<file path="src/hw/rtl/frac_pkg.sv">
// ----------------------------------------------------------------------------
// frac_pkg
// Shared widths, opcodes, controller commands and status for the fraction
// arithmetic block with gcd reduction.
// ----------------------------------------------------------------------------
package frac_pkg;

   localparam int OPERAND_WIDTH = 16;
   localparam int MAG_WIDTH     = 2 * OPERAND_WIDTH;
   localparam int OUT_WIDTH     = (2 * OPERAND_WIDTH + 1 > 64) ? 64 : 2 * OPERAND_WIDTH + 1;
   localparam int SHIFT_WIDTH   = $clog2(MAG_WIDTH);
   localparam int COUNT_WIDTH   = $clog2(MAG_WIDTH);

   typedef enum logic [1:0] {
      OP_ADD,
      OP_SUB,
      OP_MUL,
      OP_DIV
   } opcode_type;

   typedef enum logic [3:0] {
      CMD_NONE,
      CMD_LOAD,
      CMD_MUL0,
      CMD_MUL1,
      CMD_MUL2,
      CMD_SPLIT,
      CMD_GCD_LOAD,
      CMD_GCD_STEP,
      CMD_DIVN_LOAD,
      CMD_DIV_STEP,
      CMD_DIVN_SAVE,
      CMD_DIVD_SAVE,
      CMD_OUT
   } cmd_type;

   typedef enum logic [3:0] {
      ST_IDLE,
      ST_MUL0,
      ST_MUL1,
      ST_MUL2,
      ST_SPLIT,
      ST_CHECK,
      ST_GCD,
      ST_DIVN,
      ST_SAVEN,
      ST_DIVD,
      ST_SAVED,
      ST_OUT
   } state_type;

   typedef struct packed {
      logic zero;
      logic gcd_done;
      logic out_free;
   } status_type;

endpackage

</file>
<file path="src/hw/rtl/frac_req_if.sv">
// ----------------------------------------------------------------------------
// frac_req_if
// Request channel: opcode and two signed fractions, valid/ready handshake.
// ----------------------------------------------------------------------------
interface frac_req_if;
   logic                                         valid;
   logic                                         ready;
   logic [1:0]                                   opcode;
   logic signed [frac_pkg::OPERAND_WIDTH-1:0]    num_a;
   logic signed [frac_pkg::OPERAND_WIDTH-1:0]    den_a;
   logic signed [frac_pkg::OPERAND_WIDTH-1:0]    num_b;
   logic signed [frac_pkg::OPERAND_WIDTH-1:0]    den_b;

   modport source (output valid, opcode, num_a, den_a, num_b, den_b, input ready);
   modport sink   (input valid, opcode, num_a, den_a, num_b, den_b, output ready);
endinterface

</file>
<file path="src/hw/rtl/frac_rsp_if.sv">
// ----------------------------------------------------------------------------
// frac_rsp_if
// Response channel: reduced numerator and denominator, valid/ready handshake.
// ----------------------------------------------------------------------------
interface frac_rsp_if;
   logic                                     valid;
   logic                                     ready;
   logic signed [frac_pkg::OUT_WIDTH-1:0]    num_out;
   logic signed [frac_pkg::OUT_WIDTH-1:0]    den_out;

   modport source (output valid, num_out, den_out, input ready);
   modport sink   (input valid, num_out, den_out, output ready);
endinterface

</file>
<file path="src/hw/rtl/frac_ctrl.sv">
// ----------------------------------------------------------------------------
// frac_ctrl
// Sequencer: multiply phase, binary gcd loop, two restoring divisions by the
// gcd, then hand-off to the output register.
// ----------------------------------------------------------------------------
module frac_ctrl (
   input  logic                                clock,
   input  logic                                reset,
   input  logic                                req_valid,
   output logic                                req_ready,
   input  frac_pkg::status_type                status,
   output frac_pkg::cmd_type                   cmd
);

   localparam logic [frac_pkg::COUNT_WIDTH-1:0] LAST_STEP =
      frac_pkg::COUNT_WIDTH'(frac_pkg::MAG_WIDTH - 1);

   frac_pkg::state_type                 state_ff, state_in;
   logic [frac_pkg::COUNT_WIDTH-1:0]    cnt_ff, cnt_in;

   always_ff @(posedge clock) begin
      if (reset) begin
         state_ff <= frac_pkg::ST_IDLE;
         cnt_ff   <= '0;
      end else begin
         state_ff <= state_in;
         cnt_ff   <= cnt_in;
      end
   end

   always_comb begin
      state_in  = state_ff;
      cnt_in    = cnt_ff;
      cmd       = frac_pkg::CMD_NONE;
      req_ready = 1'b0;
      case (state_ff)
         frac_pkg::ST_IDLE: begin
            req_ready = 1'b1;
            if (req_valid) begin
               cmd      = frac_pkg::CMD_LOAD;
               state_in = frac_pkg::ST_MUL0;
            end
         end
         frac_pkg::ST_MUL0: begin
            cmd      = frac_pkg::CMD_MUL0;
            state_in = frac_pkg::ST_MUL1;
         end
         frac_pkg::ST_MUL1: begin
            cmd      = frac_pkg::CMD_MUL1;
            state_in = frac_pkg::ST_MUL2;
         end
         frac_pkg::ST_MUL2: begin
            cmd      = frac_pkg::CMD_MUL2;
            state_in = frac_pkg::ST_SPLIT;
         end
         frac_pkg::ST_SPLIT: begin
            cmd      = frac_pkg::CMD_SPLIT;
            state_in = frac_pkg::ST_CHECK;
         end
         frac_pkg::ST_CHECK: begin
            // a zero part means divisor one: nothing to reduce
            if (status.zero) begin
               state_in = frac_pkg::ST_OUT;
            end else begin
               cmd      = frac_pkg::CMD_GCD_LOAD;
               state_in = frac_pkg::ST_GCD;
            end
         end
         frac_pkg::ST_GCD: begin
            if (status.gcd_done) begin
               cmd      = frac_pkg::CMD_DIVN_LOAD;
               cnt_in   = '0;
               state_in = frac_pkg::ST_DIVN;
            end else begin
               cmd = frac_pkg::CMD_GCD_STEP;
            end
         end
         frac_pkg::ST_DIVN: begin
            cmd    = frac_pkg::CMD_DIV_STEP;
            cnt_in = cnt_ff + 1'b1;
            if (cnt_ff == LAST_STEP) begin
               state_in = frac_pkg::ST_SAVEN;
            end
         end
         frac_pkg::ST_SAVEN: begin
            cmd      = frac_pkg::CMD_DIVN_SAVE;
            cnt_in   = '0;
            state_in = frac_pkg::ST_DIVD;
         end
         frac_pkg::ST_DIVD: begin
            cmd    = frac_pkg::CMD_DIV_STEP;
            cnt_in = cnt_ff + 1'b1;
            if (cnt_ff == LAST_STEP) begin
               state_in = frac_pkg::ST_SAVED;
            end
         end
         frac_pkg::ST_SAVED: begin
            cmd      = frac_pkg::CMD_DIVD_SAVE;
            state_in = frac_pkg::ST_OUT;
         end
         frac_pkg::ST_OUT: begin
            // wait for room in the output register
            if (status.out_free) begin
               cmd      = frac_pkg::CMD_OUT;
               state_in = frac_pkg::ST_IDLE;
            end
         end
         default: begin
            state_in = frac_pkg::ST_IDLE;
         end
      endcase
   end

endmodule

</file>
<file path="src/hw/rtl/frac_dp.sv">
// ----------------------------------------------------------------------------
// frac_dp
// Datapath: operand registers, one shared signed multiplier, sign/magnitude
// split, binary gcd unit, one-bit-a-cycle restoring divider, output register.
// ----------------------------------------------------------------------------
module frac_dp (
   input  logic                                        clock,
   input  logic                                        reset,
   input  frac_pkg::cmd_type                           cmd,
   output frac_pkg::status_type                        status,
   input  logic [1:0]                                  req_opcode,
   input  logic signed [frac_pkg::OPERAND_WIDTH-1:0]   req_num_a,
   input  logic signed [frac_pkg::OPERAND_WIDTH-1:0]   req_den_a,
   input  logic signed [frac_pkg::OPERAND_WIDTH-1:0]   req_num_b,
   input  logic signed [frac_pkg::OPERAND_WIDTH-1:0]   req_den_b,
   output logic                                        rsp_valid,
   input  logic                                        rsp_ready,
   output logic signed [frac_pkg::OUT_WIDTH-1:0]       rsp_num_out,
   output logic signed [frac_pkg::OUT_WIDTH-1:0]       rsp_den_out
);

   localparam int MW = frac_pkg::MAG_WIDTH;
   localparam int OW = frac_pkg::OUT_WIDTH;
   localparam int W  = frac_pkg::OPERAND_WIDTH;

   frac_pkg::opcode_type         op_ff;
   logic signed [W-1:0]          na_ff, da_ff, nb_ff, db_ff;
   logic signed [MW-1:0]         prod_ff;
   logic signed [MW:0]           acc_ff;
   logic                         n_neg_ff, d_neg_ff;
   logic [MW-1:0]                n_mag_ff, d_mag_ff;
   logic [MW-1:0]                x_ff, y_ff;
   logic [frac_pkg::SHIFT_WIDTH-1:0] k_ff;
   logic [MW-1:0]                g_ff, quo_ff, rem_ff;
   logic                         rsp_valid_ff;
   logic signed [OW-1:0]         num_out_ff, den_out_ff;

   logic signed [W-1:0]          mul_a, mul_b;
   logic signed [MW-1:0]         mul_p;
   logic signed [MW:0]           prod_ext;
   logic signed [MW:0]           acc_abs, prod_abs;
   logic                         x_ge_y;
   logic [MW-1:0]                xy_diff;
   logic [MW:0]                  trial;
   logic                         trial_fit;
   logic                         both_neg;
   logic [MW:0]                  num_val, den_val;

   // shared multiplier operand selection
   always_comb begin
      mul_a = na_ff;
      mul_b = db_ff;
      case (cmd)
         frac_pkg::CMD_MUL0: begin
            mul_a = na_ff;
            mul_b = (op_ff == frac_pkg::OP_MUL) ? nb_ff : db_ff;
         end
         frac_pkg::CMD_MUL1: begin
            mul_a = nb_ff;
            mul_b = da_ff;
         end
         frac_pkg::CMD_MUL2: begin
            mul_a = da_ff;
            mul_b = (op_ff == frac_pkg::OP_DIV) ? nb_ff : db_ff;
         end
         default: begin
            mul_a = na_ff;
            mul_b = db_ff;
         end
      endcase
   end

   assign mul_p    = mul_a * mul_b;
   assign prod_ext = {prod_ff[MW-1], prod_ff};
   assign acc_abs  = acc_ff[MW] ? -acc_ff : acc_ff;
   assign prod_abs = prod_ext[MW] ? -prod_ext : prod_ext;

   assign x_ge_y  = (x_ff >= y_ff);
   assign xy_diff = x_ge_y ? (x_ff - y_ff) : (y_ff - x_ff);

   assign trial     = {rem_ff, quo_ff[MW-1]};
   assign trial_fit = (trial >= {1'b0, g_ff});

   // only a result with both parts negative is made positive
   assign both_neg = n_neg_ff & d_neg_ff;
   assign num_val  = (n_neg_ff & ~both_neg) ? -{1'b0, n_mag_ff} : {1'b0, n_mag_ff};
   assign den_val  = (d_neg_ff & ~both_neg) ? -{1'b0, d_mag_ff} : {1'b0, d_mag_ff};

   always_ff @(posedge clock) begin
      case (cmd)
         frac_pkg::CMD_LOAD: begin
            op_ff <= frac_pkg::opcode_type'(req_opcode);
            na_ff <= req_num_a;
            da_ff <= req_den_a;
            nb_ff <= req_num_b;
            db_ff <= req_den_b;
         end
         frac_pkg::CMD_MUL0: begin
            prod_ff <= mul_p;
         end
         frac_pkg::CMD_MUL1: begin
            acc_ff  <= prod_ext;
            prod_ff <= mul_p;
         end
         frac_pkg::CMD_MUL2: begin
            case (op_ff)
               frac_pkg::OP_ADD: acc_ff <= acc_ff + prod_ext;
               frac_pkg::OP_SUB: acc_ff <= acc_ff - prod_ext;
               default:          acc_ff <= acc_ff;
            endcase
            prod_ff <= mul_p;
         end
         frac_pkg::CMD_SPLIT: begin
            n_neg_ff <= acc_ff[MW];
            n_mag_ff <= acc_abs[MW-1:0];
            d_neg_ff <= prod_ff[MW-1];
            d_mag_ff <= prod_abs[MW-1:0];
         end
         frac_pkg::CMD_GCD_LOAD: begin
            x_ff <= n_mag_ff;
            y_ff <= d_mag_ff;
            k_ff <= '0;
         end
         frac_pkg::CMD_GCD_STEP: begin
            if (!x_ff[0] && !y_ff[0]) begin
               x_ff <= x_ff >> 1;
               y_ff <= y_ff >> 1;
               k_ff <= k_ff + 1'b1;
            end else if (!x_ff[0]) begin
               x_ff <= x_ff >> 1;
            end else if (!y_ff[0]) begin
               y_ff <= y_ff >> 1;
            end else if (x_ge_y) begin
               x_ff <= xy_diff >> 1;
            end else begin
               y_ff <= xy_diff >> 1;
            end
         end
         frac_pkg::CMD_DIVN_LOAD: begin
            g_ff   <= MW'((x_ff | y_ff) << k_ff);
            quo_ff <= n_mag_ff;
            rem_ff <= '0;
         end
         frac_pkg::CMD_DIV_STEP: begin
            if (trial_fit) begin
               rem_ff <= MW'(trial - {1'b0, g_ff});
            end else begin
               rem_ff <= trial[MW-1:0];
            end
            quo_ff <= {quo_ff[MW-2:0], trial_fit};
         end
         frac_pkg::CMD_DIVN_SAVE: begin
            n_mag_ff <= quo_ff;
            quo_ff   <= d_mag_ff;
            rem_ff   <= '0;
         end
         frac_pkg::CMD_DIVD_SAVE: begin
            d_mag_ff <= quo_ff;
         end
         frac_pkg::CMD_OUT: begin
            num_out_ff <= num_val[OW-1:0];
            den_out_ff <= den_val[OW-1:0];
         end
         default: begin
         end
      endcase
   end

   always_ff @(posedge clock) begin
      if (reset) begin
         rsp_valid_ff <= 1'b0;
      end else if (cmd == frac_pkg::CMD_OUT) begin
         rsp_valid_ff <= 1'b1;
      end else if (rsp_ready) begin
         rsp_valid_ff <= 1'b0;
      end
   end

   assign status.zero     = (n_mag_ff == '0) || (d_mag_ff == '0);
   assign status.gcd_done = (x_ff == '0) || (y_ff == '0);
   assign status.out_free = !rsp_valid_ff || rsp_ready;

   assign rsp_valid   = rsp_valid_ff;
   assign rsp_num_out = num_out_ff;
   assign rsp_den_out = den_out_ff;

   a_div_rem_below_divisor: assert property (@(posedge clock) disable iff (reset)
      cmd == frac_pkg::CMD_DIV_STEP |=> rem_ff < g_ff)
      else $error("divider remainder not below divisor");

   a_div_nonzero_divisor: assert property (@(posedge clock) disable iff (reset)
      cmd == frac_pkg::CMD_DIV_STEP |-> g_ff != '0)
      else $error("division by zero gcd");

   a_split_no_neg_zero: assert property (@(posedge clock) disable iff (reset)
      cmd == frac_pkg::CMD_SPLIT |=> (!n_neg_ff || n_mag_ff != '0))
      else $error("negative zero numerator after split");

   a_out_sets_valid: assert property (@(posedge clock) disable iff (reset)
      cmd == frac_pkg::CMD_OUT |=> rsp_valid_ff)
      else $error("response not presented after load");

endmodule

</file>
<file path="src/hw/rtl/fraction_arithmetic_reduce.sv">
// ----------------------------------------------------------------------------
// fraction_arithmetic_reduce
// Adds, subtracts, multiplies or divides two signed fractions and reduces
// the result by the gcd of the numerator and denominator magnitudes.
// ----------------------------------------------------------------------------
// sequence: multiply, sign/magnitude split, then, unless either raw part is zero,
//   the binary gcd loop and the one-bit-per-cycle divider (run once for each part);
//   the result then waits for room in the output register
// throughput: one request in flight; the next is taken once the result is registered
// reset: synchronous, clears the sequencer and the response valid
module fraction_arithmetic_reduce (
   input  logic         clock,
   input  logic         reset,
   frac_req_if.sink     req_chan,
   frac_rsp_if.source   rsp_chan
);

   frac_pkg::cmd_type      cmd;
   frac_pkg::status_type   status;

   frac_ctrl u_ctrl (
      .clock     (clock),
      .reset     (reset),
      .req_valid (req_chan.valid),
      .req_ready (req_chan.ready),
      .status    (status),
      .cmd       (cmd)
   );

   frac_dp u_dp (
      .clock       (clock),
      .reset       (reset),
      .cmd         (cmd),
      .status      (status),
      .req_opcode  (req_chan.opcode),
      .req_num_a   (req_chan.num_a),
      .req_den_a   (req_chan.den_a),
      .req_num_b   (req_chan.num_b),
      .req_den_b   (req_chan.den_b),
      .rsp_valid   (rsp_chan.valid),
      .rsp_ready   (rsp_chan.ready),
      .rsp_num_out (rsp_chan.num_out),
      .rsp_den_out (rsp_chan.den_out)
   );

endmodule

</file>
<file path="src/flat_wrapper.sv">
// flat-port wrapper written by rule: the top's interface ports become plain ports
module fraction_arithmetic_reduce_flat 
  (clock, reset, req_chan_valid, req_chan_opcode, req_chan_num_a, req_chan_den_a, req_chan_num_b, req_chan_den_b, req_chan_ready, rsp_chan_valid, rsp_chan_num_out, rsp_chan_den_out, rsp_chan_ready);
  frac_req_if req_chan_i ();
  frac_rsp_if rsp_chan_i ();
  input  logic clock;
  input  logic reset;
  input wire logic [$bits(req_chan_i.valid)-1:0] req_chan_valid;
  input wire logic [$bits(req_chan_i.opcode)-1:0] req_chan_opcode;
  input wire logic [$bits(req_chan_i.num_a)-1:0] req_chan_num_a;
  input wire logic [$bits(req_chan_i.den_a)-1:0] req_chan_den_a;
  input wire logic [$bits(req_chan_i.num_b)-1:0] req_chan_num_b;
  input wire logic [$bits(req_chan_i.den_b)-1:0] req_chan_den_b;
  output wire logic [$bits(req_chan_i.ready)-1:0] req_chan_ready;
  output wire logic [$bits(rsp_chan_i.valid)-1:0] rsp_chan_valid;
  output wire logic [$bits(rsp_chan_i.num_out)-1:0] rsp_chan_num_out;
  output wire logic [$bits(rsp_chan_i.den_out)-1:0] rsp_chan_den_out;
  input wire logic [$bits(rsp_chan_i.ready)-1:0] rsp_chan_ready;
  assign req_chan_i.valid = req_chan_valid;
  assign req_chan_i.opcode = req_chan_opcode;
  assign req_chan_i.num_a = req_chan_num_a;
  assign req_chan_i.den_a = req_chan_den_a;
  assign req_chan_i.num_b = req_chan_num_b;
  assign req_chan_i.den_b = req_chan_den_b;
  assign req_chan_ready = req_chan_i.ready;
  assign rsp_chan_valid = rsp_chan_i.valid;
  assign rsp_chan_num_out = rsp_chan_i.num_out;
  assign rsp_chan_den_out = rsp_chan_i.den_out;
  assign rsp_chan_i.ready = rsp_chan_ready;
  fraction_arithmetic_reduce u_core (.clock(clock), .reset(reset), .req_chan(req_chan_i), .rsp_chan(rsp_chan_i));
endmodule
</file>
<file path="config.mk">
export PLATFORM = sky130hd
export DESIGN_NAME = fraction_arithmetic_reduce_flat
export DESIGN_NICKNAME = d
export VERILOG_FILES = /design/src/hw/rtl/frac_pkg.sv /design/src/hw/rtl/frac_req_if.sv /design/src/hw/rtl/frac_rsp_if.sv /design/src/hw/rtl/frac_ctrl.sv /design/src/hw/rtl/frac_dp.sv /design/src/hw/rtl/fraction_arithmetic_reduce.sv /design/src/flat_wrapper.sv
export SDC_FILE = /design/constraint.sdc
export NUM_CORES = 2
export LEC_CHECK = 0
export ABC_CLOCK_PERIOD_IN_PS = 12660
export BUFFER_PORTS_ARGS = -buffer_cell sky130_fd_sc_hd__buf_2
export CAP_MARGIN = 25
export CORE_MARGIN = 3
export CORE_UTILIZATION = 45
export DETAILED_ROUTE_END_ITERATION = 8
export PLACE_DENSITY = 0.62
export SLEW_MARGIN = 25
export SYNTH_ARGS = -nofsm -noshare
export SYNTH_HDL_FRONTEND = slang
export SYNTH_SLANG_ARGS = --single-unit
</file>
<file path="constraint.sdc">
create_clock -name clock -period 12.66 [get_ports clock]
set_input_delay 1.266 -clock clock [delete_from_list [all_inputs] [get_ports clock]]
set_output_delay 1.266 -clock clock [all_outputs]
set_load 0.05 [all_outputs]
</file>
==> load_flow_metrics.sql <==
INSERT INTO impl_metrics (metric_group, metric, value, unit) VALUES
('timing', 'timing.final.setup_violations', '0', ''),
('timing', 'finalMaxSlewViolations', '0', ''),
('logic_synthesis', 'synth_edf_count', '428', ''),
('finish', 'antenna_cell_count', '0', ''),
('logic_synthesis', 'ys_types', '87', ''),
('global_route', 'grt_max_degree', '70', ''),
('setup_path', 'regToRegStartpoint', 'u_core.u_ctrl.state_ff[0]', ''),
('global_route', 'globalRouteTotalUtil', '23.8', '%'),
('logic_synthesis', 'synth_sequential_area_ratio', '33.4', '%'),
('detailed_routing', 'post_drt_via_cell_ratio', '5.55', ''),
('finish', 'syn2layout_area_growth', '9.50', '%'),
('finish', 'final_core_util', '50.0', '%'),
('logic_synthesis', 'synth-adder-area-share', '21.6', '%'),
('finish', 'fin_cells', '5384', ''),
('clock_tree', 'tritoncts', 'built', ''),
('min_path', 'timing.hold.worst.class', 'reg2reg', ''),
('finish', 'ff_latch_area', '13100', 'um2'),
('logic_synthesis', 'postSynth.asyncResetShare', '0', '%'),
('floorplanning', 'chipHeight', '301', 'um'),
('finish', 'drive_gt1_share', '9.08', '%'),
('floorplanning', 'starting_density_of_the_core', '45.7', '%'),
('placed_design', 'gp_routability_congestion', '0.935', ''),
('floorplanning', 'dieWidth', '301', 'um'),
('clock_tree', 'h_tree_level_count', '2', ''),
('setup_path', 'crit_required', '13.00', 'ns'),
('placed_design', 'placed_area', '41000', 'um2'),
('logic_synthesis', 'syn_nets', '4736', ''),
('clock_tree', 'clock_path_buffers', '3', ''),
('floorplanning', 'row_count', '107', ''),
('placed_design', 'dp_cells', '5288', ''),
('logic_synthesis', 'synthFlopType', 'sky130_fd_sc_hd__edfxtp_1', ''),
('floorplanning', 'die-area', '90500', 'um2'),
('timing', 'final-hold-violation-count', '0', ''),
('outcome', 'status', 'finished, final reports clean', ''),
('placed_design', 'port-buffer-count', '137', ''),
('clock_tree', 'cts-resized-gates', '0', ''),
('timing', 'final.setup.tns', '0', 'ns'),
('logic_synthesis', 'synth_cells', '4149', ''),
('clock_tree', 'cts_num_sinks', '438', ''),
('timing', 'max_freq', '0.108', 'GHz'),
('logic_synthesis', 'postSynthRegisterBits', '438', ''),
('logic_synthesis', 'synthMuxAreaShare', '2.97', '%'),
('flow_run', 'max_cap_viol_count', '0', ''),
('finish', 'design.final.nets', '4785', ''),
('floorplanning', 'coreArea', '85700', 'um2'),
('clock_tree', 'clk_pin_slew', '0.06', 'ns'),
('setup_path', 'crit_path_start_kind', 'register', ''),
('logic_synthesis', 'synth_top_family_by_area', 'adder cells', ''),
('clock_tree', 'tritoncts.num_buffers', '52', ''),
('min_path', 'worst_hold_path_startpoint', 'u_core.u_ctrl.cnt_ff[4]', ''),
('detailed_routing', 'drt_first_iter_violations', '2081', ''),
('min_path', 'whs_path_depth', '2', ''),
('setup_path', 'reg2reg_setup_slack', '3.38', 'ns'),
('clock_tree', 'clk_latency_worst_skew_pair', '0.64', 'ns'),
('min_path', 'worstHoldEndpoint', 'u_core.u_ctrl.cnt_ff[4]', ''),
('finish', 'nFillCells', '7995', ''),
('logic_synthesis', 'mappedNetlistArea', '39100', 'um2'),
('logic_synthesis', 'synth_warnings', '0', ''),
('setup_path', 'worst_r2r_endpoint', 'u_core.u_dp.prod_ff[31]', ''),
('setup_path', 'r2r.worst_path.cells', '26', ''),
('logic_synthesis', 'syn_avg_cell_area', '9.43', 'um2'),
('clock_tree', 'cts-hold-fix-buffers', '0', ''),
('detailed_routing', 'route.detailed.wl_per_inst', '19.9', 'um'),
('clock_tree', 'cts-root-buf', 'sky130_fd_sc_hd__clkbuf_16', ''),
('finish', 'multiInputGateArea', '23600', 'um2'),
('clock_tree', 'post-cts-setup-buffer-count', '0', ''),
('setup_path', 'crit_fanout', '23', ''),
('timing', 'worst-slew-pin-transition', '1.02', 'ns'),
('setup_path', 'critical_path.endpoint_type', 'register', ''),
('logic_synthesis', 'synth_simple_gate_area_share', '14.6', '%'),
('finish', 'postLayoutCellArea', '42800', 'um2');
[cells in the final DEF (no fill, tap or decap), types with 14 or more instances in the layout]
cell                        instances
sky130_fd_sc_hd__a21o_1            53
sky130_fd_sc_hd__o21a_1            16
sky130_fd_sc_hd__xor2_1           140
sky130_fd_sc_hd__o31ai_1           39
sky130_fd_sc_hd__and2_1            35
sky130_fd_sc_hd__ha_1             251
sky130_fd_sc_hd__a21oi_1          223
sky130_fd_sc_hd__o211ai_1          18
sky130_fd_sc_hd__and3_1            16
sky130_fd_sc_hd__o21ai_0          250
sky130_fd_sc_hd__nor2b_1           38
sky130_fd_sc_hd__buf_2            137
sky130_fd_sc_hd__o41ai_1           14
sky130_fd_sc_hd__nand3_1           52
sky130_fd_sc_hd__inv_1            478
sky130_fd_sc_hd__nor4_1            36
sky130_fd_sc_hd__or4_1             16
sky130_fd_sc_hd__mux2i_1           44
sky130_fd_sc_hd__edfxtp_1         428
sky130_fd_sc_hd__mux4_2            26
sky130_fd_sc_hd__or2_2             27
sky130_fd_sc_hd__o21bai_1          36
sky130_fd_sc_hd__xnor2_1          156
sky130_fd_sc_hd__a211oi_1          25
sky130_fd_sc_hd__fa_1             266
sky130_fd_sc_hd__clkbuf_16         52
sky130_fd_sc_hd__o22ai_1           16
sky130_fd_sc_hd__or3_1             32
sky130_fd_sc_hd__nor3_1            66
sky130_fd_sc_hd__nand2b_1          44
sky130_fd_sc_hd__buf_4             55
sky130_fd_sc_hd__nand4_1           26
sky130_fd_sc_hd__nor2_1           335
sky130_fd_sc_hd__a221oi_1          17
sky130_fd_sc_hd__a22oi_1           78
sky130_fd_sc_hd__nand2_1          492
[cells in the mapped netlist (all sizes together) (34+ instances only)]
cell    instances  area [um2]
nor4           39         259
fa            266        5330
a21o           53         398
nand2         494        1860
nor2b          39         246
nand2b         45         282
nor3           69         357
and2           37         231
xnor2         156        1370
a22oi          78         586
o31ai          40         314
xor2          140        1230
mux2i          44         440
inv           481        1810
or3            34         223
nand3          52         260
buf            46         194
clkbuf        151         568
o21bai         36         270
ha            251        3140
o21ai         261        1310
nor2          337        1260
edfxtp        428       12900
a21oi         224        1120
[cells by family after synthesis]
logic type | after synthesis
AO/OA/AOI/OAI | 883
adder cells (fa/ha/maj) | 517
flip-flops | 438
multiplexers | 82
AND/OR/NAND/NOR | 1251
XOR/XNOR | 296
buffers and inverters | 682
[critical path: stages, from the launching register on]
cell and delay, ns:
sky130_fd_sc_hd__dfxtp_1 0.71, sky130_fd_sc_hd__nor2b_1 0.41, sky130_fd_sc_hd__and2_1 0.19, sky130_fd_sc_hd__buf_4 0.34
sky130_fd_sc_hd__nor2_1 0.11, sky130_fd_sc_hd__buf_4 0.22, sky130_fd_sc_hd__a21oi_2 0.77, sky130_fd_sc_hd__inv_1 0.28
sky130_fd_sc_hd__nand2b_1 0.22, sky130_fd_sc_hd__fa_1 0.45, sky130_fd_sc_hd__fa_1 0.48, sky130_fd_sc_hd__fa_1 0.55
sky130_fd_sc_hd__inv_1 0.05, sky130_fd_sc_hd__fa_1 0.50, sky130_fd_sc_hd__fa_1 0.49, sky130_fd_sc_hd__inv_1 0.05
sky130_fd_sc_hd__fa_1 0.47, sky130_fd_sc_hd__inv_1 0.04, sky130_fd_sc_hd__ha_1 0.34, sky130_fd_sc_hd__nand3_1 0.12
sky130_fd_sc_hd__o41ai_1 0.87, sky130_fd_sc_hd__o31a_1 0.28, sky130_fd_sc_hd__a41oi_1 0.20, sky130_fd_sc_hd__a211oi_1 0.44
sky130_fd_sc_hd__a211o_1 0.19, sky130_fd_sc_hd__a21oi_1 0.07, sky130_fd_sc_hd__xnor2_1 0.12
[flip-flops by register name, summed over array words and instances (netlist names), 2 cells and up]
name / count
u_core.u_dp.nb_ff: 16
u_core.u_dp.y_ff: 32
u_core.u_dp.na_ff: 16
u_core.u_dp.k_ff: 5
u_core.u_dp.prod_ff: 32
u_core.u_dp.rem_ff: 32
u_core.u_dp.d_mag_ff: 32
u_core.u_dp.db_ff: 16
u_core.u_dp.rsp_den_out: 33
u_core.u_dp.op_ff: 2
u_core.u_dp.n_mag_ff: 32
u_core.u_ctrl.cnt_ff: 5
u_core.u_dp.da_ff: 16
u_core.u_dp.acc_ff: 33
u_core.u_dp.rsp_num_out: 33
u_core.u_dp.quo_ff: 32
u_core.u_dp.g_ff: 32
u_core.u_ctrl.state_ff: 4
u_core.u_dp.x_ff: 32
[metrics by stage]
stage	hold WS (ns)	setup WS [ns]
floorplan	0.452	3.76
global placement	0.521	3.05
detailed placement	0.534	2.85
CTS	0.542	3.30
global route	0.567	2.72
finish	0.538	3.38
[cell type report]
class | count | share of cell area (%)
clock inverter | 39 | 1.21
timing repair buffer | 192 | 2.56
sequential | 438 | 30.5
multi-input combinational | 3029 | 55.1
clock buffer | 57 | 3.08
tap | 1144 | 3.34
inverter | 485 | 4.25
[per-layer routing]
metal	track usage, %	vias to the layer above	routed length [um]
li1	-	14400	-
met2	42.7	765	53800
met3	2.18	182	4450
met4	8.66	0	4010
met5	0	-	0
met1	30.0	14600	44900
[worst max path at each step]
stage / to / slack [ns] / startpoint / cells after the start
floorplan: u_core.u_dp.prod_ff[30] / 3.76 / u_core.u_ctrl.state_ff[1] / 31
global placement: u_core.u_dp.prod_ff[31] / 3.05 / req_chan_valid / 27
detailed placement: u_core.u_dp.prod_ff[31] / 2.85 / req_chan_valid / 27
CTS: u_core.u_dp.prod_ff[31] / 3.30 / u_core.u_ctrl.state_ff[0] / 27
global route: u_core.u_dp.prod_ff[31] / 2.72 / u_core.u_ctrl.state_ff[1] / 26
finish: u_core.u_dp.prod_ff[31] / 3.38 / u_core.u_ctrl.state_ff[0] / 26
Power is left out: the tool's default activity adds up to more than one toggle a clock period on the data nets, which glitch-free logic cannot reach.
